File: config.mk
export PLATFORM = sky130hd
export DESIGN_NAME = udp_udplite_checksum_engine_unit_flat
export DESIGN_NICKNAME = d
export VERILOG_FILES = /design/src/sv/udpck_pkg.sv /design/src/sv/udpck_in_if.sv /design/src/sv/udpck_out_if.sv /design/src/sv/udp_udplite_checksum_engine_unit.sv /design/src/sv/udpck_in_stage.sv /design/src/sv/udpck_core.sv /design/src/flat_wrapper.sv
export SDC_FILE = /design/constraint.sdc
export NUM_CORES = 1
export LEC_CHECK = 0
export BUFFER_PORTS_ARGS = -buffer_cell sky130_fd_sc_hd__buf_2
export CORE_UTILIZATION = 54
export CTS_CLUSTER_SIZE = 40
export DETAILED_ROUTE_END_ITERATION = 12
export PLACE_DENSITY_LB_ADDON = 0.25
export SYNTH_ARGS = -nofsm -noshare
export SYNTH_HDL_FRONTEND = slang
export SYNTH_SLANG_ARGS = --single-unit
export TNS_END_PERCENT = 50
File: constraint.sdc
create_clock -name clk -period 9.8 [get_ports clk]
set_input_delay 1.96 -clock clk [delete_from_list [all_inputs] [get_ports clk]]
set_output_delay 1.96 -clock clk [all_outputs]
set_load 0.005 [all_outputs]
File: src/sv/udpck_pkg.sv
// Package for the UDP / UDP-Lite checksum engine.
// Holds the operation codes, the protocol and coverage constants and the item type
// passed from the input register to the checksum core. No dependencies.
package udpck_pkg;

    // Operation codes: bit 1 selects UDP-Lite, bit 0 selects verify.
    typedef enum logic [1:0] {
        OP_UDP_GEN     = 2'd0,
        OP_UDP_VERIFY  = 2'd1,
        OP_LITE_GEN    = 2'd2,
        OP_LITE_VERIFY = 2'd3
    } op_t;

    localparam logic [7:0]  UDP_PROTO       = 8'd17;
    localparam logic [7:0]  UDPLITE_PROTO   = 8'd136;
    localparam logic [15:0] CKSUM_ZERO_AS   = 16'hFFFF;
    localparam logic [15:0] UDPLITE_COV_ALL = 16'd0;
    localparam logic [15:0] UDPLITE_COV_MIN = 16'd8;
    localparam logic [15:0] INDEX_MAX       = 16'hFFFF;

    // Pseudo-header sum: five 16-bit terms and the protocol fit in 19 bits.
    localparam int PSEUDO_W = 19;

    // One octet with everything precomputed that depends only on its own fields.
    typedef struct packed {
        op_t                 op;
        logic [15:0]         span_limit;
        logic                coverage_ok;
        logic [PSEUDO_W-1:0] pseudo_sum;
        logic [7:0]          data_byte;
        logic                last;
    } item_t;

    // Control between the input register and the core.
    typedef struct packed {
        logic  valid;
        item_t item;
    } stage_t;

endpackage

File: src/sv/udpck_in_if.sv
// Input channel of the checksum engine: one datagram octet per transfer.
// Carries valid, ready and the octet with its datagram fields. No dependencies.
interface udpck_in_if;
    logic        valid;
    logic        ready;
    logic [1:0]  op;
    logic [31:0] src_addr;
    logic [31:0] dst_addr;
    logic [15:0] total_len;
    logic [15:0] coverage;
    logic [7:0]  data_byte;
    logic        last;

    modport source (
        output valid, op, src_addr, dst_addr, total_len, coverage, data_byte, last,
        input  ready
    );
    modport sink (
        input  valid, op, src_addr, dst_addr, total_len, coverage, data_byte, last,
        output ready
    );
endinterface

File: src/sv/udpck_out_if.sv
// Result channel of the checksum engine: one result per datagram.
// Carries valid, ready and the checksum with its status flags. No dependencies.
interface udpck_out_if;
    logic        valid;
    logic        ready;
    logic [15:0] checksum;
    logic        check_ok;
    logic        coverage_ok;

    modport source (
        output valid, checksum, check_ok, coverage_ok,
        input  ready
    );
    modport sink (
        input  valid, checksum, check_ok, coverage_ok,
        output ready
    );
endinterface

File: src/sv/udp_udplite_checksum_engine_unit.sv
// UDP / UDP-Lite checksum engine: one result per datagram, held in the result register.
// Throughput: one octet per cycle, set by the single add into the running sum, unless
// a final octet waits on a blocked result register. Octets enter via the input register.
// Reset: asynchronous, active low; clears all control state, no datagram in progress.
// Depends on udpck_pkg, udpck_in_if, udpck_out_if, udpck_in_stage and udpck_core.
module udp_udplite_checksum_engine_unit (
    input  logic         clk,
    input  logic         rst_n,
    udpck_in_if.sink     datagram,
    udpck_out_if.source  result
);
    import udpck_pkg::*;

    stage_t stage;
    logic   take;

    // Input register with the per-octet precomputation.
    udpck_in_stage u_in_stage (
        .clk      (clk),
        .rst_n    (rst_n),
        .datagram (datagram),
        .take     (take),
        .stage    (stage)
    );

    // Running sum and result register.
    udpck_core u_core (
        .clk    (clk),
        .rst_n  (rst_n),
        .stage  (stage),
        .take   (take),
        .result (result)
    );

endmodule

File: src/sv/udpck_in_stage.sv
// Input register of the checksum engine: pseudo-header sum, span and coverage check.
// Depends on udpck_pkg and udpck_in_if.
module udpck_in_stage (
    input  logic             clk,
    input  logic             rst_n,
    udpck_in_if.sink         datagram,
    input  logic             take,
    output udpck_pkg::stage_t stage
);
    import udpck_pkg::*;

    logic   valid_reg;
    logic   valid_next;
    item_t  item_reg;
    item_t  item_next;
    logic   lite;
    logic   accept;

    assign lite            = datagram.op[1];
    assign datagram.ready  = !valid_reg || take;
    assign accept          = datagram.valid && datagram.ready;

    // Work out everything that depends on the octet's own fields.
    always_comb
    begin
        item_next.op        = op_t'(datagram.op);
        item_next.data_byte = datagram.data_byte;
        item_next.last      = datagram.last;
        if (lite && datagram.coverage != UDPLITE_COV_ALL)
        begin
            item_next.span_limit = datagram.coverage;
        end
        else
        begin
            item_next.span_limit = datagram.total_len;
        end
        item_next.pseudo_sum =
            PSEUDO_W'(datagram.src_addr[31:16]) + PSEUDO_W'(datagram.src_addr[15:0])
          + PSEUDO_W'(datagram.dst_addr[31:16]) + PSEUDO_W'(datagram.dst_addr[15:0])
          + PSEUDO_W'(lite ? UDPLITE_PROTO : UDP_PROTO) + PSEUDO_W'(datagram.total_len);
        // UDP-Lite needs room for a header; a nonzero coverage must span the header and fit the length.
        if (!lite)
        begin
            item_next.coverage_ok = 1'b1;
        end
        else if (datagram.total_len < UDPLITE_COV_MIN)
        begin
            item_next.coverage_ok = 1'b0;
        end
        else if (datagram.coverage == UDPLITE_COV_ALL)
        begin
            item_next.coverage_ok = 1'b1;
        end
        else
        begin
            item_next.coverage_ok = (datagram.coverage >= UDPLITE_COV_MIN)
                                 && (datagram.coverage <= datagram.total_len);
        end
    end

    // The register holds one octet until the core takes it.
    always_comb
    begin
        if (accept)
        begin
            valid_next = 1'b1;
        end
        else if (take)
        begin
            valid_next = 1'b0;
        end
        else
        begin
            valid_next = valid_reg;
        end
    end

    always_ff @(posedge clk or negedge rst_n)
    begin
        if (!rst_n)
        begin
            valid_reg <= 1'b0;
        end
        else
        begin
            valid_reg <= valid_next;
        end
    end

    always_ff @(posedge clk)
    begin
        if (accept)
        begin
            item_reg <= item_next;
        end
    end

    assign stage.valid = valid_reg;
    assign stage.item  = item_reg;

endmodule

File: src/sv/udpck_core.sv
// Checksum core: running one's-complement sum over the span and the result register.
// Depends on udpck_pkg and udpck_out_if.
module udpck_core (
    input  logic              clk,
    input  logic              rst_n,
    input  udpck_pkg::stage_t stage,
    output logic              take,
    udpck_out_if.source       result
);
    import udpck_pkg::*;

    logic        in_dgram_reg;
    logic        in_dgram_next;
    logic [15:0] index_reg;
    logic [15:0] index_next;
    logic [31:0] acc_reg;
    logic [31:0] acc_next;
    logic [7:0]  pend_reg;
    logic [7:0]  pend_next;
    op_t         op_reg;
    op_t         op_next;
    logic [15:0] span_reg;
    logic [15:0] span_next;
    logic        covok_reg;
    logic        covok_next;

    logic        out_valid_reg;
    logic        out_valid_next;
    logic [15:0] checksum_reg;
    logic [15:0] checksum_next;
    logic        check_ok_reg;
    logic        check_ok_next;
    logic        coverage_ok_reg;
    logic        coverage_ok_next;

    item_t       it;
    logic [15:0] cur_index;
    logic [31:0] cur_acc;
    logic [7:0]  cur_pend;
    op_t         cur_op;
    logic [15:0] cur_span;
    logic        cur_covok;
    logic [15:0] add_word;
    logic [31:0] sum;
    logic [16:0] fold1;
    logic [15:0] fold2;
    logic [15:0] raw;
    logic        finish;

    assign it = stage.item;

    // An octet moves on unless it ends a datagram and the result register is blocked.
    assign take   = stage.valid && (!it.last || !out_valid_reg || result.ready);
    assign finish = take && it.last;

    // The first octet of a datagram starts from the pseudo-header sum.
    always_comb
    begin
        if (!in_dgram_reg)
        begin
            cur_index = 16'd0;
            cur_acc   = 32'(it.pseudo_sum);
            cur_pend  = 8'd0;
            cur_op    = it.op;
            cur_span  = it.span_limit;
            cur_covok = it.coverage_ok;
        end
        else
        begin
            cur_index = index_reg;
            cur_acc   = acc_reg;
            cur_pend  = pend_reg;
            cur_op    = op_reg;
            cur_span  = span_reg;
            cur_covok = covok_reg;
        end
    end

    // Word to add: a full pair, a padded final octet, or a held octet past the span.
    always_comb
    begin
        add_word  = 16'd0;
        pend_next = cur_pend;
        if (cur_index < cur_span)
        begin
            if (cur_index[0])
            begin
                add_word = {cur_pend, it.data_byte};
            end
            else
            begin
                pend_next = it.data_byte;
                if (it.last)
                begin
                    add_word = {it.data_byte, 8'd0};
                end
            end
        end
        else if (it.last && cur_span[0])
        begin
            add_word = {cur_pend, 8'd0};
        end
        sum   = cur_acc + 32'(add_word);
        fold1 = {1'b0, sum[15:0]} + {1'b0, sum[31:16]};
        fold2 = fold1[15:0] + 16'(fold1[16]);
        raw   = ~fold2;
    end

    // Running state update for each octet taken.
    always_comb
    begin
        in_dgram_next = in_dgram_reg;
        index_next    = index_reg;
        acc_next      = acc_reg;
        op_next       = op_reg;
        span_next     = span_reg;
        covok_next    = covok_reg;
        if (take)
        begin
            op_next    = cur_op;
            span_next  = cur_span;
            covok_next = cur_covok;
            if (it.last)
            begin
                in_dgram_next = 1'b0;
                index_next    = 16'd0;
                acc_next      = 32'd0;
            end
            else
            begin
                in_dgram_next = 1'b1;
                index_next    = (cur_index == INDEX_MAX) ? cur_index : cur_index + 16'd1;
                acc_next      = sum;
            end
        end
    end

    // Result register: loaded on the final octet, held until the transfer.
    always_comb
    begin
        out_valid_next   = out_valid_reg;
        checksum_next    = checksum_reg;
        check_ok_next    = check_ok_reg;
        coverage_ok_next = coverage_ok_reg;
        if (out_valid_reg && result.ready)
        begin
            out_valid_next = 1'b0;
        end
        if (finish)
        begin
            out_valid_next   = 1'b1;
            coverage_ok_next = cur_covok;
            case (cur_op)
                OP_UDP_VERIFY, OP_LITE_VERIFY:
                begin
                    checksum_next = raw;
                    check_ok_next = (raw == 16'd0);
                end
                OP_UDP_GEN, OP_LITE_GEN:
                begin
                    checksum_next = (raw == 16'd0) ? CKSUM_ZERO_AS : raw;
                    check_ok_next = 1'b0;
                end
                default:
                begin
                    checksum_next = raw;
                    check_ok_next = 1'b0;
                end
            endcase
        end
    end

    always_ff @(posedge clk or negedge rst_n)
    begin
        if (!rst_n)
        begin
            in_dgram_reg  <= 1'b0;
            index_reg     <= 16'd0;
            acc_reg       <= 32'd0;
            op_reg        <= OP_UDP_GEN;
            span_reg      <= 16'd0;
            covok_reg     <= 1'b0;
            out_valid_reg <= 1'b0;
        end
        else
        begin
            in_dgram_reg  <= in_dgram_next;
            index_reg     <= index_next;
            acc_reg       <= acc_next;
            op_reg        <= op_next;
            span_reg      <= span_next;
            covok_reg     <= covok_next;
            out_valid_reg <= out_valid_next;
        end
    end

    always_ff @(posedge clk)
    begin
        if (take)
        begin
            pend_reg <= pend_next;
        end
        checksum_reg    <= checksum_next;
        check_ok_reg    <= check_ok_next;
        coverage_ok_reg <= coverage_ok_next;
    end

    assign result.valid       = out_valid_reg;
    assign result.checksum    = checksum_reg;
    assign result.check_ok    = check_ok_reg;
    assign result.coverage_ok = coverage_ok_reg;

endmodule
File: src/flat_wrapper.sv
// flat-port wrapper written by rule: the top's interface ports become plain ports
module udp_udplite_checksum_engine_unit_flat import udpck_pkg::*;
  (clk, rst_n, datagram_valid, datagram_op, datagram_src_addr, datagram_dst_addr, datagram_total_len, datagram_coverage, datagram_data_byte, datagram_last, datagram_ready, result_valid, result_checksum, result_check_ok, result_coverage_ok, result_ready);
  udpck_in_if datagram_i ();
  udpck_out_if result_i ();
  input  logic clk;
  input  logic rst_n;
  input wire logic [$bits(datagram_i.valid)-1:0] datagram_valid;
  input wire logic [$bits(datagram_i.op)-1:0] datagram_op;
  input wire logic [$bits(datagram_i.src_addr)-1:0] datagram_src_addr;
  input wire logic [$bits(datagram_i.dst_addr)-1:0] datagram_dst_addr;
  input wire logic [$bits(datagram_i.total_len)-1:0] datagram_total_len;
  input wire logic [$bits(datagram_i.coverage)-1:0] datagram_coverage;
  input wire logic [$bits(datagram_i.data_byte)-1:0] datagram_data_byte;
  input wire logic [$bits(datagram_i.last)-1:0] datagram_last;
  output wire logic [$bits(datagram_i.ready)-1:0] datagram_ready;
  output wire logic [$bits(result_i.valid)-1:0] result_valid;
  output wire logic [$bits(result_i.checksum)-1:0] result_checksum;
  output wire logic [$bits(result_i.check_ok)-1:0] result_check_ok;
  output wire logic [$bits(result_i.coverage_ok)-1:0] result_coverage_ok;
  input wire logic [$bits(result_i.ready)-1:0] result_ready;
  assign datagram_i.valid = datagram_valid;
  assign datagram_i.op = datagram_op;
  assign datagram_i.src_addr = datagram_src_addr;
  assign datagram_i.dst_addr = datagram_dst_addr;
  assign datagram_i.total_len = datagram_total_len;
  assign datagram_i.coverage = datagram_coverage;
  assign datagram_i.data_byte = datagram_data_byte;
  assign datagram_i.last = datagram_last;
  assign datagram_ready = datagram_i.ready;
  assign result_valid = result_i.valid;
  assign result_checksum = result_i.checksum;
  assign result_check_ok = result_i.check_ok;
  assign result_coverage_ok = result_i.coverage_ok;
  assign result_i.ready = result_ready;
  udp_udplite_checksum_engine_unit u_core (.clk(clk), .rst_n(rst_n), .datagram(datagram_i), .result(result_i));
endmodule
==> results.json <==
{
  "outcome": "finished, final reports clean",
  "setup-tns-final_ns": 0,
  "vias": 8972,
  "top_level_ports": 131,
  "drt-vias-per-instance": 5.841,
  "port_buffers": 130,
  "drive_gt1_share_pct": 20.63,
  "wl_per_cell_um": 17.14,
  "design_power_total_mw": 3.178,
  "yosysSeqAreaShare_pct": 34.09,
  "yosysTopAreaCellShare_pct": 18.96,
  "cts_root_buf": "clkbuf_16",
  "layout-area-overhead-vs-synth_pct": 14.32,
  "cts-hold-fix-buffers": 0,
  "grt_pass1_wl_mm": 42.64,
  "groute.usage.overall_pct": 24.94,
  "fin_ws_ns": 0.5967,
  "routabilityCongestion": 0.8769,
  "cts_sinks": 141,
  "synth.most_common_cell": "ha_1",
  "hp-class": "flop to flop",
  "slowest_delay_ns": 0.57,
  "wl_mm": 26.33,
  "cts_tree": "built",
  "ys_types": 84,
  "synth_area_leaders": "edfxtp_1 19%, dfrtp_1 15%, ha_1 10%",
  "start_kind": "flop",
  "initial_core_util_pct": 55.65,
  "ys_warn_count": 0,
  "synth.avg_cell_area_um2": 10.15,
  "post-route-period-util_pct": 93.91,
  "drv_cap": 0,
  "grt_antenna_before_repair": 0,
  "power.leakage_nw": 5.868,
  "hold_viol_final": 0,
  "ir_drop_mv": 0.1310,
  "netlist_area_mm2": 0.01141,
  "tightest_slew_ns": 1.072,
  "post-synth-top-area-cell": "edfxtp_1",
  "clock.fmax_mhz": 108.7,
  "coreArea_mm2": 0.02049,
  "placedCellCount": 1500,
  "clk_path_buf_depth": 2,
  "fp-row-count": 52,
  "crit_path_top_delay_cell": "or4_1",
  "ys.flop_type": "edfxtp_1",
  "path_clk_slew_ns": 0.07,
  "path_max_fanout": 16,
  "final-instance-count-excl-fill": 1536,
  "ys_async_sr_fraction_pct": 48.94,
  "grt_pass1_vias": 8534,
  "largest_reg_flops": 46,
  "die_area_mm2": 0.02171,
  "crit_path_end_kind": "flop",
  "synthesis.nets": 1383,
  "grt_max_degree": 70,
  "crit_required_ns": 10.07,
  "grt_setup_unrepaired": "false",
  "htree_levels": 4,
  "clock_latency_ns": 0.43,
  "synth_enable_flop_cells": 72,
  "power_density_mw_per_mm2": 243.8,
  "firstDrtPassIters": 5,
  "crit_arrival_ns": 9.47,
  "period_needed_ns": 9.203,
  "timing_worst_setup_path_type": "flop to flop",
  "dp_hpwl_mm": 20.17,
  "drt_iter0_markers": 600,
  "cp_common_cell": "ha_1",
  "dieWidth_um": 147.3,
  "relSlewSlack_pct": 28.49,
  "r2r_cells": 42,
  "hold_depth": 2,
  "layout.nets": 1511,
  "grt_overflow": 0,
  "synthTopCellsByCount": "94 x ha_1, 91 x nand2_1, 73 x inv_1, 72 x edfxtp_1, 69 x dfrtp_1",
  "clock_skew_ns": 0.01466,
  "die_y_um": 147.3,
  "drcViolationCount": 0,
  "final_max_slew_viol_count": 0,
  "setup_viol": 0,
  "postSynthCellCount": 1124,
  "ant_nets": 0,
  "place_ws_ns": 0.04184,
  "cts_buffers": 17,
  "synth-seq-cells": 141,
  "nFillCells": 1678
}
==> kinds of logic after synthesis <==
| family | count (synthesis) | share of synthesized area, % |
|---|---|---|
| AOI/OAI and AO/OA | 273 | 16.92 |
| xor gates and xnor gates | 66 | 5.134 |
| adders and majority gates | 148 | 19.79 |
| buffers and inverters | 106 | 3.620 |
| DFF | 141 | 34.09 |
| muxes | 53 | 5.024 |
| and+or+nand+nor | 337 | 15.42 |
==> what timing repair did <==
| action | in CTS | in global routing |
|---|---|---|
| setup endpoints to repair | 0 | 17 |
| hold endpoints to repair | 0 | 0 |
| buffers inserted | 0 | 3 |
| gates resized for setup | 0 | 9 |
==> metrics by stage <==
step | instance area [um^2] | utilization, % | hold slack, ns
6_report | 13040 | 63.62 | 0.4833
5_1_grt | 13040 | 63.61 | 0.4981
4_1_cts | 12960 | 63.22 | 0.4886
3_5_place_dp | 12340 | 60.22 | 0.4703
3_3_place_gp | 12340 | 60.22 | 0.4449
2_1_floorplan | 11410 | - | 0.4331
==> metal layers <==
metal | up-vias | track usage, % | wire length [um]
li1 | 4348 | - | -
met1 | 4311 | 33.42 | 12040
met2 | 284 | 41.89 | 12530
met3 | 29 | 3.012 | 1219
met4 | 0 | 8.454 | 539
met5 | - | 0 | 0
==> path summary, 6_finish.rpt <==
kind | start | endpoint | slack (ns)
min in group asynchronous | rst_n | u_core.u_in_stage.valid_reg | 1.74
setup / recovery | u_core.u_core.in_dgram_reg | u_core.u_core.result.checksum[15] | 0.60
max in group asynchronous | rst_n | u_core.u_core.in_dgram_reg | 7.35
hold / removal | u_core.u_core.acc_reg[2] | u_core.u_core.acc_reg[2] | 0.48
hold reg to reg | u_core.u_core.acc_reg[2] | u_core.u_core.acc_reg[2] | 0.48
setup reg to reg | u_core.u_core.in_dgram_reg | u_core.u_core.result.checksum[15] | 0.60
==> report_power, final <==
group	switching (mW)	internal (mW)	total, mW
clock	0.292	0.391	0.682
sequential	0.0672	0.812	0.880
combinational	0.920	0.697	1.62
==> layout make-up <==
class	count	area (um^2)	area share [%]
Sequential cell	141	3892	29.85
Timing Repair Buffer	142	753.2	5.777
Clock buffer	17	425.4	3.263
Inverter	73	274.0	2.102
Multi-Input combinational cell	877	7164	54.95
Clock inverter	15	188.9	1.449
Antenna cell	1	2.502	0.01919
Tap cell	270	337.8	2.591
==> worst max-delay path: cells and delay by family (launching register included) <==
family / cells / cell delay (ns)
adders and majority gates: 6 / 1.62
xor gates and xnor gates: 1 / 0.13
and+or+nand+nor: 12 / 2.31
DFF: 1 / 0.46
muxes: 1 / 0.28
buffers and inverters: 5 / 0.67
AOI/OAI and AO/OA: 17 / 3.61
==> layout by cell type (no fill, tap or decap), drive strengths merged, types with 6 or more instances in the layout <==
cell | synthesis | routed
nand4 | 16 | 16
nand2b | 14 | 14
a31oi | 8 | 8
dfrtp | 69 | 69
mux2i | 19 | 19
nor3 | 22 | 22
and2 | 42 | 42
nor2 | 52 | 52
nand2 | 94 | 94
nand3b | 6 | 6
nand3 | 27 | 27
a21oi | 48 | 48
xor2 | 20 | 20
a32o | 9 | 9
clkbuf | 29 | 17
xnor2 | 46 | 46
mux2 | 34 | 34
nor3b | 6 | 6
fa | 54 | 54
o21a | 16 | 16
or2 | 11 | 11
or3 | 13 | 13
o31ai | 11 | 11
buf | 4 | 142
nor2b | 9 | 9
a211oi | 7 | 7
nor4 | 9 | 9
inv | 73 | 85
and3 | 9 | 9
a21o | 19 | 19
o21ai | 78 | 78
edfxtp | 72 | 72
ha | 94 | 94
a22o | 28 | 28
(Power assumes the default switching activity.)
